### config.mk
export PLATFORM = sky130hd
export DESIGN_NAME = mconv_ram
export DESIGN_NICKNAME = d
export VERILOG_FILES = /design/src/rtl/mconv_ram.sv
export SDC_FILE = /design/constraint.sdc
export NUM_CORES = 2
export LEC_CHECK = 0
export BUFFER_PORTS_ARGS = -buffer_cell sky130_fd_sc_hd__buf_2
export CORE_MARGIN = 5
export CORE_UTILIZATION = 50
export DETAILED_ROUTE_END_ITERATION = 10
export GPL_TIMING_DRIVEN = 1
export PLACE_DENSITY = 0.66
export SLEW_MARGIN = 20
export SYNTH_ARGS = -nofsm -noshare
export SYNTH_HDL_FRONTEND = slang
export SYNTH_SLANG_ARGS = --single-unit
### constraint.sdc
create_clock -name aclk -period 2.1 [get_ports aclk]
set_input_delay 0.105 -clock aclk [delete_from_list [all_inputs] [get_ports aclk]]
set_output_delay 0.105 -clock aclk [all_outputs]
set_load 0.02 [all_outputs]
### src/rtl/mconv_ram.sv
// generic simple dual-port ram with registered read
module mconv_ram #(
    parameter int WIDTH = 16,
    parameter int DEPTH = 256
) (
    input  logic                                 aclk,
    input  logic                                 we,
    input  logic [(DEPTH > 1 ? $clog2(DEPTH) : 1)-1:0] waddr,
    input  logic [WIDTH-1:0]                     wdata,
    input  logic                                 re,
    input  logic [(DEPTH > 1 ? $clog2(DEPTH) : 1)-1:0] raddr,
    output logic [WIDTH-1:0]                     rdata
);

    logic [WIDTH-1:0] mem [DEPTH];
    logic [WIDTH-1:0] rdata_reg;

    always_ff @(posedge aclk) begin
        if (we) begin
            mem[waddr] <= wdata;
        end
        if (re) begin
            rdata_reg <= mem[raddr];
        end
    end

    assign rdata = rdata_reg;

endmodule

==> metrics.txt <==
Placeable Area=317300 µm²; filler cell count=22010; family with the most delay on the worst path=multiplexers; row count=207; Async S/R FF share, synth=0; Final Non-Filler Cells=12970; critical path startpoint=mem[31][10]$_DFFE_PP_; CP arrival=3.25 ns; Worst path slowest cell=mux4_2; Pre-antenna DRT Iters=6; DIE AREA=329100 µm²; CP Launch Type=flop; RSZ-0062 raised after global routing=true; Inst Count DP=12190; leakage power figure=61.17 nW; clk_lat worst skew=0.97 ns; Max-cap violations=0; endpoint class of the critical path=flop; failing checks=negative setup slack; Avg Cell Area, Syn=21.59 µm²; area of placed instances=174500 µm²; io pins=51; worst r2r path cells=6; CTS max path bufs=4; leading area contributor after synthesis=edfxtp_1; Synth cell types=51; top-area cell type share of the netlist area=0.7772; max FFs per register=4096; port bufs=50; crit path time final=2.524 ns; ys flop type=edfxtp_1; die height=573.7 µm; highest clock rate=0.3962 GHz; Synth area leaders=edfxtp_1, mux4_2, mux2i_1, o221ai_1, nor2_1; vias per std cell=6.290; register area share after synthesis=0.7772; status=finished, violations left; fraction of layout cells with a size suffix above 1=0.3104; DR vias=81600; drt drc=0; Nets=8477; H-Tree Depth=5; Setup WS post-layout=-0.4237 ns; fin area=188700 µm²; vias in the first global route=81350; total wire length=418300 µm; Hold Slack=0.08746 ns; TritonCTS clock tree=done; # Post-CTS Setup Buffers=0; Placer Congestion=0.9301; max_slew headroom=0.3918; #FFs+latches synth=4112; final global-route overflow total=0; hold path depth=4; Period Utilization, post-route=1.202; Slew Limit Fails=0; Pwr Density=912.5 nW/µm²; Worst Clk Skew=0.06169 ns; Starting Density=0.5008; crit path kind=flop to flop; R2R setup slack=-0.42 ns; Post-Syn Area=158900 µm²; Peak VDD IR=0.6924 mV; GRT Total Usage=0.2502; Syn Inst Count=7360; Hold Fails Final Rpt=0; routed wire length per instance=32.25 µm; Final TNS setup=-5.312 ns; Sinks on Clock Net=4112; first-pass GRT wire length=597000 µm; HP Class=input port to flop; Tot Pwr=172.2 mW; EDFF count, synth=4112; initial antenna violation count=21; cells along the critical path=mux4_2, mux4_2, a22o_4, o32ai_4, buf_6, nor4_2; hold endpoint=mem[126][12]$_DFFE_PP_; synth cell count leaders=edfxtp_1, mux4_2, mux2i_1; crit-path max FO=1; Setup violations, final=16; Least-Margin Pin Slew=0.9090 ns; Mapped Nets=7395; cell with the most instances after synthesis=edfxtp_1; Critical Path Most Common Cell=mux4_2; Routed Antenna Nets=0; cts bufs inserted=409; HPWL Detailed=265900 µm; worst hold start=waddr[5]; WP data required=2.83 ns; largest net degree at the start of global routing=100; CTS root buffer=clkbuf_16; crit-path max cell delay=0.57 ns; detailed router's first-iteration violation count=10580; worst r2r dst=rdata[10]$_DFFE_PP_; Worst-path clk slew=0.06 ns; Ys Warns=0; r2r startpoint=mem[31][10]$_DFFE_PP_; Worst Path Buf+Inv=1; die width=573.7 µm; Layout area overhead=18.76%
==> logic make-up after synthesis <==
group	share of synthesized area
flops	0.7772
mux	0.1548
compound gates	0.03534
simple gates	0.01573
buf+inv	0.01692
==> timing repair <==
action                                  in CTS  in global routing
endpoints found under the setup margin      16                 16
hold buffers                                27                  0
endpoints found under the hold margin     4235                  0
gates cloned                                 0                  0
gates resized for setup                     89                 47
pin swaps                                   28                 20
==> worst reg2reg max path, cell delays in order (launching register included) <==
cell	delay, ns
edfxtp_1	0.36
mux4_2	0.51
mux4_2	0.57
a22o_4	0.30
o32ai_4	0.37
buf_6	0.18
nor4_2	0.04
==> cell type report <==
class                   instances  area (µm²)  share of cell area
inverters                       4       27.53           0.0001459
clock inverters               266        2591             0.01373
well taps                    4180        5230             0.02772
diodes                         10       25.02           0.0001326
multi-input cells            2792       33750              0.1789
flip-flops and latches       4112      123500              0.6544
clock buffers                 486       10610             0.05623
repair buffers               1123       12960             0.06871
==> report_power, final <==
part	switching [mW]	total [mW]	internal [mW]
clock network	30.8	71.7	40.9
logic	5.95	9.86	3.91
registers	0.132	90.6	90.5
total	36.9	172	135
==> through the flow <==
| step | util | setup slack, ns |
|---|---|---|
| 2_1_floorplan | - | -0.1700 |
| 3_3_place_gp | 0.5498 | -1.515 |
| 3_5_place_dp | 0.5498 | -1.542 |
| 4_1_cts | 0.5938 | -0.4279 |
| 5_1_grt | 0.5946 | -0.4492 |
| 6_report | 0.5947 | -0.4237 |
==> cells in the final DEF, fill, tap and decap left out, types with 35 or more instances in the layout <==
cell type  synthesis  final
buf_12             5    349
nand2_1           38     38
nor3_1            92     89
mux4_2           797    797
edfxtp_1        4112   4112
a21oi_1          175    174
buf_4             26    690
nor2_2             0     49
a22oi_1           43     42
o22ai_1          148    148
clkbuf_16          0    413
clkinv_2           0     92
o21ai_0           37     35
nor2_1           304    254
mux2i_1          565    565
clkinv_1           0     94
bufinv_16          0     38
clkbuf_1         230     73
o221ai_1         252    252
mux2_2            88     74
==> metal layers <==
metal	global-route usage	vias up	wire, µm
met5	0	-	41
met4	0.09371	6	17860
met3	0.04630	689	39540
met2	0.3897	4280	198000
met1	0.3571	43070	162900
li1	-	33560	-
==> worst max path at each step <==
stage | endpoint | slack, ns | cells after the start
2_1_floorplan | mem[235][0]$_DFFE_PP_ | -0.17 | 6
3_3_place_gp | rdata[10]$_DFFE_PP_ | -1.51 | 12
3_5_place_dp | rdata[10]$_DFFE_PP_ | -1.54 | 12
4_1_cts | rdata[10]$_DFFE_PP_ | -0.43 | 8
5_1_grt | rdata[10]$_DFFE_PP_ | -0.45 | 6
6_report | rdata[10]$_DFFE_PP_ | -0.42 | 6
No activity file was read; power rests on OpenSTA's default activity.
