File: config.mk
export PLATFORM = sky130hd
export DESIGN_NAME = mconv_merge
export DESIGN_NICKNAME = d
export VERILOG_FILES = /design/src/rtl/mconv_pkg.sv /design/src/rtl/mconv_merge.sv
export SDC_FILE = /design/constraint.sdc
export NUM_CORES = 1
export LEC_CHECK = 0
export BUFFER_PORTS_ARGS = -buffer_cell sky130_fd_sc_hd__buf_2
export CAP_MARGIN = 0
export CORE_UTILIZATION = 50
export CTS_BUF_LIST = sky130_fd_sc_hd__clkbuf_16
export DETAILED_ROUTE_END_ITERATION = 8
export PLACE_DENSITY_LB_ADDON = 0.3
export SLEW_MARGIN = 20
export SYNTH_ARGS = -nofsm -noshare
export SYNTH_HDL_FRONTEND = slang
export SYNTH_SLANG_ARGS = --single-unit
File: constraint.sdc
create_clock -name aclk -period 12.4 [get_ports aclk]
set_clock_uncertainty 0.05 [all_clocks]
set_input_delay 0.62 -clock aclk [delete_from_list [all_inputs] [get_ports aclk]]
set_output_delay 0.62 -clock aclk [all_outputs]
set_load 0.02 [all_outputs]
File: src/rtl/mconv_pkg.sv
// shared types, codes and helpers for the multichannel convolution block
package mconv_pkg;

    localparam int SAMPLE_W = 16;
    localparam int PROD_W   = 32;
    localparam int FIELD_LANES = 4;

    localparam logic [1:0] MODE_PIXEL  = 2'd0;
    localparam logic [1:0] MODE_WEIGHT = 2'd1;
    localparam logic [1:0] MODE_BIAS   = 2'd2;

    localparam logic [2:0] REG_IMAGE_WIDTH  = 3'd0;
    localparam logic [2:0] REG_IMAGE_HEIGHT = 3'd1;
    localparam logic [2:0] REG_IN_CHANNELS  = 3'd2;
    localparam logic [2:0] REG_OUT_CHANNELS = 3'd3;
    localparam logic [2:0] REG_KERNEL_ROWS  = 3'd4;
    localparam logic [2:0] REG_KERNEL_COLS  = 3'd5;

    typedef struct packed {
        logic [1:0]         mode;
        logic [9:0]         entry_index;
        logic signed [15:0] weight_value;
        logic signed [31:0] bias_value;
        logic               first_pixel;
        logic signed [15:0] sample_0;
        logic signed [15:0] sample_1;
        logic signed [15:0] sample_2;
        logic signed [15:0] sample_3;
    } conv_in_t;

    typedef struct packed {
        logic [2:0]         out_channel;
        logic [7:0]         out_row;
        logic [7:0]         out_col;
        logic signed [31:0] out_value;
        logic               last;
    } conv_out_t;

    // per-tap control that travels along the lane pipeline
    typedef struct packed {
        logic valid;
        logic first;
        logic last;
    } tap_ctl_t;

    function automatic int clamp_cfg(input int v, input int hi);
        int r;
        r = v;
        if (v < 1) r = 1;
        else if (v > hi) r = hi;
        return r;
    endfunction

endpackage

File: src/rtl/mconv_merge.sv
// merges lane products and accumulates one output channel
module mconv_merge
    import mconv_pkg::*;
#(
    parameter int IN_LANES = 4,
    parameter int ACC_W    = 39
) (
    input  logic                             aclk,
    input  logic                             aresetn,
    input  logic                             en,
    input  tap_ctl_t                         ctl,
    input  logic signed [PROD_W-1:0]         products [IN_LANES],
    output logic                             fin_valid,
    output logic signed [ACC_W-1:0]          fin_acc
);

    logic signed [ACC_W-1:0] sum;
    logic signed [ACC_W-1:0] acc_now;
    logic signed [ACC_W-1:0] acc_reg;
    logic signed [ACC_W-1:0] fin_acc_reg;
    logic                    fin_valid_reg;

    always_comb begin
        sum = '0;
        for (int i = 0; i < IN_LANES; i++) begin
            sum = sum + ACC_W'(products[i]);
        end
        acc_now = (ctl.first ? '0 : acc_reg) + sum;
    end

    always_ff @(posedge aclk) begin
        if (!aresetn) begin
            fin_valid_reg <= 1'b0;
        end else if (en) begin
            fin_valid_reg <= ctl.valid && ctl.last;
        end
    end

    always_ff @(posedge aclk) begin
        if (en && ctl.valid) begin
            acc_reg <= acc_now;
            if (ctl.last) begin
                fin_acc_reg <= acc_now;
            end
        end
    end

    assign fin_valid = fin_valid_reg;
    assign fin_acc   = fin_acc_reg;

endmodule

==> flow_summary.json, run 1 <==
{
  "antenna_found_initial": 0,
  "synthCells": 867,
  "path_class": "input port to register",
  "powerDensity_nw_per_um2": 259,
  "hold_violations": 0,
  "wl_met2_um": 8040,
  "syn_avg_cell_area_sq_um": 9.54,
  "cp_slowest_cell": "fa_1",
  "drive_gt1_frac": 0.200,
  "dieArea_sq_um": 17100,
  "wire_per_inst_um": 13.3,
  "finalCriticalPeriod_ns": 6.99,
  "synth_warnings": 0,
  "cp-end-kind": "register",
  "peakVddDrop_v": 0.000106,
  "post_cts_resized": 0,
  "synth_area_leaders": "edfxtp_1 (28%), fa_1 (16%), ha_1 (11%), inv_1 (9.0%), xnor2_1 (4.2%)",
  "arrival_ns": 7.00,
  "synthArstFlopShare": 0,
  "status": "complete, no violations",
  "startpoint_type": "input port",
  "max_freq_ghz": 0.143,
  "preCtsSetupSlack_ns": 5.10,
  "syn_area_sq_um": 8270,
  "n_antenna_cell": 0,
  "synth-seq-area-share": 0.286,
  "yosysUniqueCellTypes": 69,
  "cts_root_buffer": "clkbuf_16",
  "cts_buffer_depth": 2,
  "drt_pass1_iterations": 5,
  "synthDominantCellAreaShare": 0.283,
  "wl_met1_um": 7910,
  "vias": 6500,
  "route.met3.wl_um": 806,
  "synth_edf_count": 78,
  "hpwl_um": 13500,
  "critPathLaunch": "products[1]",
  "cp_num_buf_inv": 4,
  "hold_buffers": 0,
  "hp-class": "input port to register",
  "initial_utilization": 0.517,
  "rows": 46,
  "cts.sinks": 79,
  "ios": 174,
  "htreeDepth": 3,
  "fin_ws_ns": 5.41,
  "post_cts.repair.setup_buffers": 0,
  "die_y_um": 131,
  "setup_viol": 0,
  "grt_pass1_vias": 6193,
  "gp_congestion": 0.866,
  "worstMarginPinSlew_ns": 0.988,
  "worstPathRequired_ns": 12.41,
  "finalSetupTns_ns": 0,
  "ys_ff_latch": 79,
  "mostFrequentLayoutCells": "inv_1 (200), buf_2 (173), edfxtp_1 (78)",
  "slew_violations": 0,
  "path_clk_slew_ns": 0.06,
  "ant_nets": 0,
  "cts_buffers": 9,
  "drt_iter0_markers": 291,
  "period_share": 0.564,
  "syn_nets": 1139,
  "grt_max_degree": 41,
  "drc": 0,
  "nets": 1317,
  "max_slew_margin": 0.341,
  "r2r_start": "acc_reg[0]",
  "grt_usage": 0.204,
  "vias_per_cell": 5.13,
  "min_from": "aresetn",
  "cpLargestDelayFamily": "compound AO/OA/AOI/OAI gates",
  "cts_tree": "built",
  "finalWirelength_um": 16900,
  "grt_overflow_total": 0,
  "synthToLayoutAreaGrowth_pct": 16.9,
  "grt_pass1_wl_um": 27500,
  "maxCapViolations": 0,
  "crit_path_max_incr_delay_ns": 0.52,
  "dieWidth_um": 131,
  "final_common_cell": "inv_1",
  "core_sq_um": 16000,
  "p_leak_nw": 4.89,
  "dr.max_layer_used": "met4",
  "crit_path_max_fanout": 6,
  "synthDominantAreaCellType": "edfxtp_1",
  "rsz0062_at_grt": "false",
  "clock_latency_ns": 0.34,
  "port_buffers": 173,
  "ys_dominant_reg_cell": "edfxtp_1"
}
-- cells by family after synthesis --
group | share of synthesized area
buffers and inverters | 0.0944
AOI/OAI and AO/OA | 0.167
and+or+nand+nor | 0.119
adders and majority gates | 0.269
DFF | 0.286
xor gates and xnor gates | 0.0636
muxes | 0.00121
-- routing by layer --
| metal | global-route usage | vias to the layer above |
|---|---|---|
| li1 | - | 3285 |
| met1 | 0.279 | 3031 |
| met2 | 0.344 | 174 |
| met3 | 0.0232 | 10 |
| met4 | 0.0514 | 0 |
| met5 | 0 | - |
-- power by group --
group	internal, W	switching, W
sequential	0.000543	0.0000234
clock	0.000154	0.000108
combinational	0.000683	0.000989
total	0.00138	0.00112
-- cells in the mapped netlist, types with 3 or more instances --
| master | instances |
|---|---|
| a211o_1 | 3 |
| nand4_1 | 8 |
| nor3_1 | 15 |
| nand3b_1 | 3 |
| a2111oi_0 | 3 |
| clkbuf_1 | 4 |
| nand2b_1 | 9 |
| a21boi_0 | 4 |
| and3_1 | 11 |
| xnor2_1 | 40 |
| ha_1 | 72 |
| o211ai_1 | 3 |
| a21oi_1 | 66 |
| o21a_1 | 10 |
| nor2b_1 | 44 |
| a21oi_2 | 4 |
| o21ai_1 | 4 |
| o21ai_0 | 24 |
| or3_1 | 3 |
| a21o_1 | 35 |
| o31ai_1 | 3 |
| a311oi_1 | 3 |
| o211a_1 | 4 |
| nand3_1 | 10 |
| nor2_1 | 28 |
| edfxtp_1 | 78 |
| o2111ai_1 | 3 |
| a31oi_1 | 6 |
| fa_1 | 66 |
| inv_1 | 199 |
| xor2_1 | 20 |
| nand2_1 | 31 |
| and2_1 | 3 |
| o21bai_1 | 7 |
-- path summary, 6_finish.rpt --
kind                                    end  slack (ns)  cells past startpoint
worst max-delay path            fin_acc[37]        5.41                     28
worst min-delay path              fin_valid        0.44                      2
worst max register to register  fin_acc[32]        8.67                     13
worst min register to register    fin_valid        0.53                      2
-- per-stage QoR --
step	cell area (sq um)	power [W]	util	hold slack, ns	instances
after global routing	9660	0.00272	0.604	0.434	1266
after CTS	9660	0.00250	0.604	0.432	1266
after global placement	9370	0.00221	0.586	0.509	1250
after floorplan	8270	0.00186	-	0.580	867
final	9660	0.00250	0.604	0.439	1266
after detailed placement	9370	0.00222	0.586	0.518	1250
-- cell type report --
type	instances	area, sq um
clock buffer	9	225
clock inverter	7	65.1
fill	1409	6340
inverter	199	747
multi-input combinational	583	5130
sequential	79	2360
tap	216	270
timing repair buffer	173	866
No activity file was read; power rests on OpenSTA's default activity.
==> run 2, diff against run 1 <==
clock period = 5.8 ns   (was 12.4 ns; I/O delays follow)
==> flow_summary.json, run 2 (synthesis gave the netlist of run 1 again) <==
{
  "status": "complete, no violations",
  "path_class": "input port to register",
  "max_freq_ghz": 0.174,
  "min_path_cells": 2,
  "gp_congestion": 0.885,
  "rows": 46,
  "ios": 174,
  "cp-end-kind": "register",
  "final_common_cell": "inv_1",
  "cts_tree": "built",
  "min_from": "aresetn",
  "drive_gt1_frac": 0.280,
  "die_y_um": 131,
  "period_share": 0.993,
  "worstMarginPinSlew_ns": 1.01,
  "ant_nets": 0,
  "hold_violations": 0,
  "setup_viol": 0,
  "wire_per_inst_um": 13.6,
  "placed_area_sq_um": 10000,
  "cts_root_buffer": "clkbuf_16",
  "hold_end": "fin_valid",
  "fin_area_sq_um": 10400,
  "synthToLayoutAreaGrowth_pct": 25.6,
  "crit_path_max_fanout": 4,
  "timing.hold.ws_ns": 0.0960,
  "critPathLaunch": "products[1]",
  "maxCapViolations": 0,
  "slew_violations": 0,
  "hp-class": "input port to register",
  "grt_overflow_total": 0,
  "r2r_start": "acc_reg[0]",
  "startpoint_type": "input port",
  "vias_per_cell": 5.08,
  "hold_buffers": 0,
  "dieArea_sq_um": 17100,
  "mostFrequentLayoutCells": "inv_1 (197), buf_2 (172), buf_4 (84)",
  "drt_pass1_iterations": 5,
  "powerDensity_nw_per_um2": 583,
  "rr_endpoint": "fin_acc[32]",
  "rsz0062_at_grt": "true",
  "route.met3.wl_um": 873,
  "max_slew_margin": 0.327,
  "grt_pass1_vias": 6417,
  "clock_latency_ns": 0.35,
  "cts.sinks": 79,
  "vias": 6858,
  "finalWirelength_um": 18400,
  "cts_buffers": 9,
  "hpwl_um": 14500,
  "finalSetupTns_ns": 0,
  "arrival_ns": 5.79,
  "finalCriticalPeriod_ns": 5.76,
  "htreeDepth": 3,
  "port_buffers": 173,
  "grt_usage": 0.218,
  "path_clk_slew_ns": 0.06,
  "core_sq_um": 16000,
  "wl_met2_um": 8700,
  "initial_utilization": 0.517,
  "reg2reg_slack_ns": 2.41,
  "antenna_found_initial": 0,
  "wl_met1_um": 8520,
  "rr_worst_depth": 13,
  "worstPathRequired_ns": 5.83,
  "cts_buffer_depth": 2,
  "fillers": 1330,
  "drc": 0,
  "dr.max_layer_used": "met4",
  "peakVddDrop_v": 0.000269,
  "drt_iter0_markers": 434,
  "p_leak_nw": 5.29,
  "grt_max_degree": 41,
  "grt_pass1_wl_um": 29100,
  "n_antenna_cell": 0,
  "dieWidth_um": 131,
  "nets": 1401
}
[run 2: cell count changes in the layout (fill, tap and decap cells not counted), moves of 3 or more]
cell | previous run | this run
a21oi_1 | 66 | 60
a21oi_2 | 4 | 10
buf_4 | 0 | 84
ha_1 | 72 | 69
ha_2 | 0 | 3
inv_1 | 200 | 197
o21ai_0 | 24 | 20
o21ai_2 | 1 | 4
[run 2: power breakdown]
part	switching, W	leakage (nW)	total [W]	internal (W)
clock	0.000237	0.122	0.000522	0.000285
combinational	0.00236	4.43	0.00432	0.00197
sequential	0.0000446	0.733	0.00121	0.00116
[run 2: timing repair]
item / 4_1_cts / 5_1_grt
endpoints found under the setup margin: 2 / 16
pin swaps: 1 / 31
setup buffers: 0 / 5
gates resized for setup: 0 / 24
[run 2: worst max-delay path by stage]
| stage | end | slack [ns] | cells past startpoint |
|---|---|---|---|
| after floorplan | acc_reg[37] | 0.008 | 27 |
| after global placement | fin_acc[38] | -0.20 | 29 |
| after detailed placement | acc_reg[38] | -0.28 | 29 |
| after CTS | acc_reg[37] | 0.008 | 28 |
| after global routing | acc_reg[37] | -0.25 | 28 |
| final | acc_reg[37] | 0.04 | 28 |
[run 2: metrics by stage]
| step | power [W] | std cells | worst slack, ns | util |
|---|---|---|---|---|
| final | 0.00605 | 1350 | 0.0402 | 0.649 |
| after CTS | 0.00591 | 1345 | 0.00770 | 0.642 |
| after floorplan | 0.00401 | 867 | 0.00835 | - |
| after detailed placement | 0.00534 | 1329 | -0.283 | 0.625 |
| after global routing | 0.00655 | 1350 | -0.253 | 0.649 |
| after global placement | 0.00529 | 1329 | -0.200 | 0.625 |
[run 2: worst max-delay path, stage by stage]
cell	delay, ns
buf_6	0.07
inv_2	0.03
fa_1	0.48
fa_1	0.49
inv_1	0.04
ha_2	0.18
fa_2	0.35
a21o_1	0.19
a21oi_2	0.18
o21ai_2	0.08
a21oi_2	0.17
o21a_1	0.22
o21ai_2	0.10
and3_4	0.20
a21boi_4	0.18
o21ai_2	0.08
xor2_1	0.15
ha_1	0.34
a21o_1	0.19
a21oi_2	0.16
o21ai_1	0.08
a21o_1	0.16
a221o_1	0.37
o211ai_2	0.24
a21boi_2	0.10
o311a_4	0.32
mux2i_1	0.19
o2111ai_2	0.15
[run 2: metal layers]
metal  track usage  vias up
li1              -     3446
met1         0.291     3186
met2         0.370      201
met3        0.0305       25
met4        0.0588        0
met5             0        -
[run 2: cell type report]
type                    instances  area, sq um  area share
well taps                     216          270      0.0260
clock buffers                   9          225      0.0217
clock inverters                 7         40.0     0.00385
repair buffers                257         1500       0.145
multi-input cells             583         5240       0.504
flip-flops and latches         79         2360       0.227
inverters                     199          747      0.0719
==> run 3, diff against run 2 <==
ABC_AREA = 1   (was not set)
HOLD_SLACK_MARGIN = 0.15   (was not set)
==> flow_summary.json, run 3 <==
{
  "n_antenna_cell": 0,
  "maxCapViolations": 0,
  "vias": 7204,
  "grt_pass1_wl_um": 32200,
  "finalWirelength_um": 19000,
  "cts_tree": "built",
  "ys_dominant_reg_cell": "edfxtp_1",
  "setup_viol": 0,
  "placed_area_sq_um": 9780,
  "nets": 1518,
  "dieArea_sq_um": 17800,
  "startpoint_type": "input port",
  "cp_num_buf_inv": 4,
  "drt_pass1_iterations": 5,
  "hold_violations": 0,
  "htreeDepth": 3,
  "synthSimpleGateAreaFrac": 0.154,
  "synthToLayoutAreaGrowth_pct": 16.8,
  "antenna_found_initial": 0,
  "synthDominantCellAreaShare": 0.271,
  "grt_usage": 0.228,
  "initial_utilization": 0.517,
  "cts.sinks": 79,
  "synth_top_family_by_area": "adder cells",
  "fin_area_sq_um": 10100,
  "crit_path_max_incr_delay_ns": 0.52,
  "crit_path_max_fanout": 4,
  "cts_buffer_depth": 2,
  "synth_edf_count": 78,
  "worstPathRequired_ns": 5.84,
  "hp-class": "input port to register",
  "period_share": 0.856,
  "synth-compound-area-share": 0.115,
  "clock_latency_ns": 0.34,
  "drive_gt1_frac": 0.181,
  "worstMarginPinSlew_ns": 0.735,
  "yosysUniqueCellTypes": 43,
  "post_cts_resized": 0,
  "core_sq_um": 16700,
  "ios": 174,
  "max_freq_ghz": 0.201,
  "cpMostUsedCell": "nand2_1",
  "drt_iter0_markers": 387,
  "grt_max_degree": 41,
  "finalCriticalPeriod_ns": 4.96,
  "ys_ff_latch": 79,
  "synth.most_common_cell": "inv_1",
  "mostFrequentLayoutCells": "inv_1 (291), buf_2 (173), nand2_1 (154)",
  "synth_fa_ha_area_frac": 0.257,
  "max_slew_margin": 0.510,
  "synth_warnings": 0,
  "peakVddDrop_v": 0.000367,
  "status": "complete, no violations",
  "ant_nets": 0,
  "path_clk_slew_ns": 0.06,
  "grt_overflow_total": 0,
  "synth_common_cells": "inv_1 (291), nand2_1 (154), nor2_1 (101), a21oi_1 (85), edfxtp_1 (78)",
  "synth_xor_area_frac": 0.0711,
  "synthArstFlopShare": 0,
  "synthCells": 1063,
  "vias_per_cell": 4.90,
  "rows": 47,
  "syn_area_sq_um": 8640,
  "syn_avg_cell_area_sq_um": 8.13,
  "grt_pass1_vias": 7119,
  "final_common_cell": "inv_1",
  "synthDominantAreaCellType": "edfxtp_1",
  "syn_nets": 1335,
  "cts_buffers": 9,
  "path_class": "input port to register",
  "synthMuxAreaShare": 0,
  "arrival_ns": 5.01,
  "cpLargestDelayFamily": "adder cells",
  "slew_violations": 0,
  "cp-end-kind": "register",
  "p_leak_nw": 5.43,
  "wire_per_inst_um": 12.9,
  "port_buffers": 173,
  "rsz0062_at_grt": "false",
  "dieWidth_um": 133,
  "timing.hold.ws_ns": 0.168,
  "cts_root_buffer": "clkbuf_16",
  "gp_congestion": 0.913,
  "finalSetupTns_ns": 0,
  "hpwl_um": 16000,
  "powerDensity_nw_per_um2": 570,
  "die_y_um": 133,
  "drc": 0,
  "cp_slowest_cell": "fa_1",
  "synth-seq-area-share": 0.273,
  "synth_area_leaders": "edfxtp_1 (27%), fa_1 (15%), inv_1 (13%), ha_1 (10%), nand2_1 (6.7%)"
}
[run 3: final timing paths]
check | start | to | slack (ns) | cells after the start
worst min-delay path | en | fin_valid | 0.17 | 4
worst max-delay path | products[1] | fin_acc[37] | 0.84 | 27
worst max register to register | acc_reg[0] | acc_reg[24] | 2.79 | 13
worst min register to register | fin_valid | fin_valid | 0.42 | 2
[run 3: worst register-to-register path: stages (launching register included)]
cell and delay, ns:
edfxtp_1 0.36, inv_1 0.07, nor2_1 0.04, ha_1 0.31, fa_1 0.52, nand2_1 0.10, o21a_1 0.17, o21ai_2 0.08
a31oi_1 0.32, o21ai_2 0.15, nand2_1 0.10, nand2_2 0.09, a21oi_1 0.24, xnor2_1 0.15
[run 3: cell families after synthesis]
| group | Yosys count |
|---|---|
| adder cells (fa/ha/maj) | 138 |
| flip-flops | 79 |
| AND/OR/NAND/NOR | 311 |
| buffers and inverters | 298 |
| XOR/XNOR | 68 |
| AO/OA/AOI/OAI | 169 |
[run 3: metrics by stage]
stage           util  instances  setup slack [ns]  total power (W)
2_1_floorplan      -       1063              1.03          0.00421
4_1_cts        0.604       1471             0.833          0.00578
3_5_place_dp   0.586       1454             0.501          0.00517
3_3_place_gp   0.586       1454             0.559          0.00514
6_report       0.604       1471             0.836          0.00575
5_1_grt        0.604       1471             0.455          0.00630
[run 3: layout make-up]
cell class	count	area (sq um)
well taps	220	275
repair buffers	176	891
inverters	294	1100
clock inverters	7	72.6
flip-flops and latches	79	2360
fillers	1559	6610
clock buffers	9	225
multi-input cells	686	5160
[run 3: power by group]
group	switching (W)	leakage, nW	total [W]	internal [W]
sequential	0.0000582	0.733	0.00126	0.00120
combinational	0.00253	4.56	0.00392	0.00139
clock	0.000237	0.142	0.000571	0.000334
total	0.00283	5.43	0.00575	0.00293
[run 3: routing by layer]
layer | up-vias | GRT usage | share of wire
li1 | 3681 | - | -
met1 | 3301 | 0.285 | 0.44
met2 | 192 | 0.404 | 0.49
met3 | 30 | 0.0316 | 0.044
met4 | 0 | 0.0739 | 0.024
met5 | - | 0 | 0
[run 3: timing repair]
item	CTS	global route
endpoints found under the setup margin	0	0
endpoints found under the hold margin	1	0
hold buffers	1	0
setup buffers	0	0
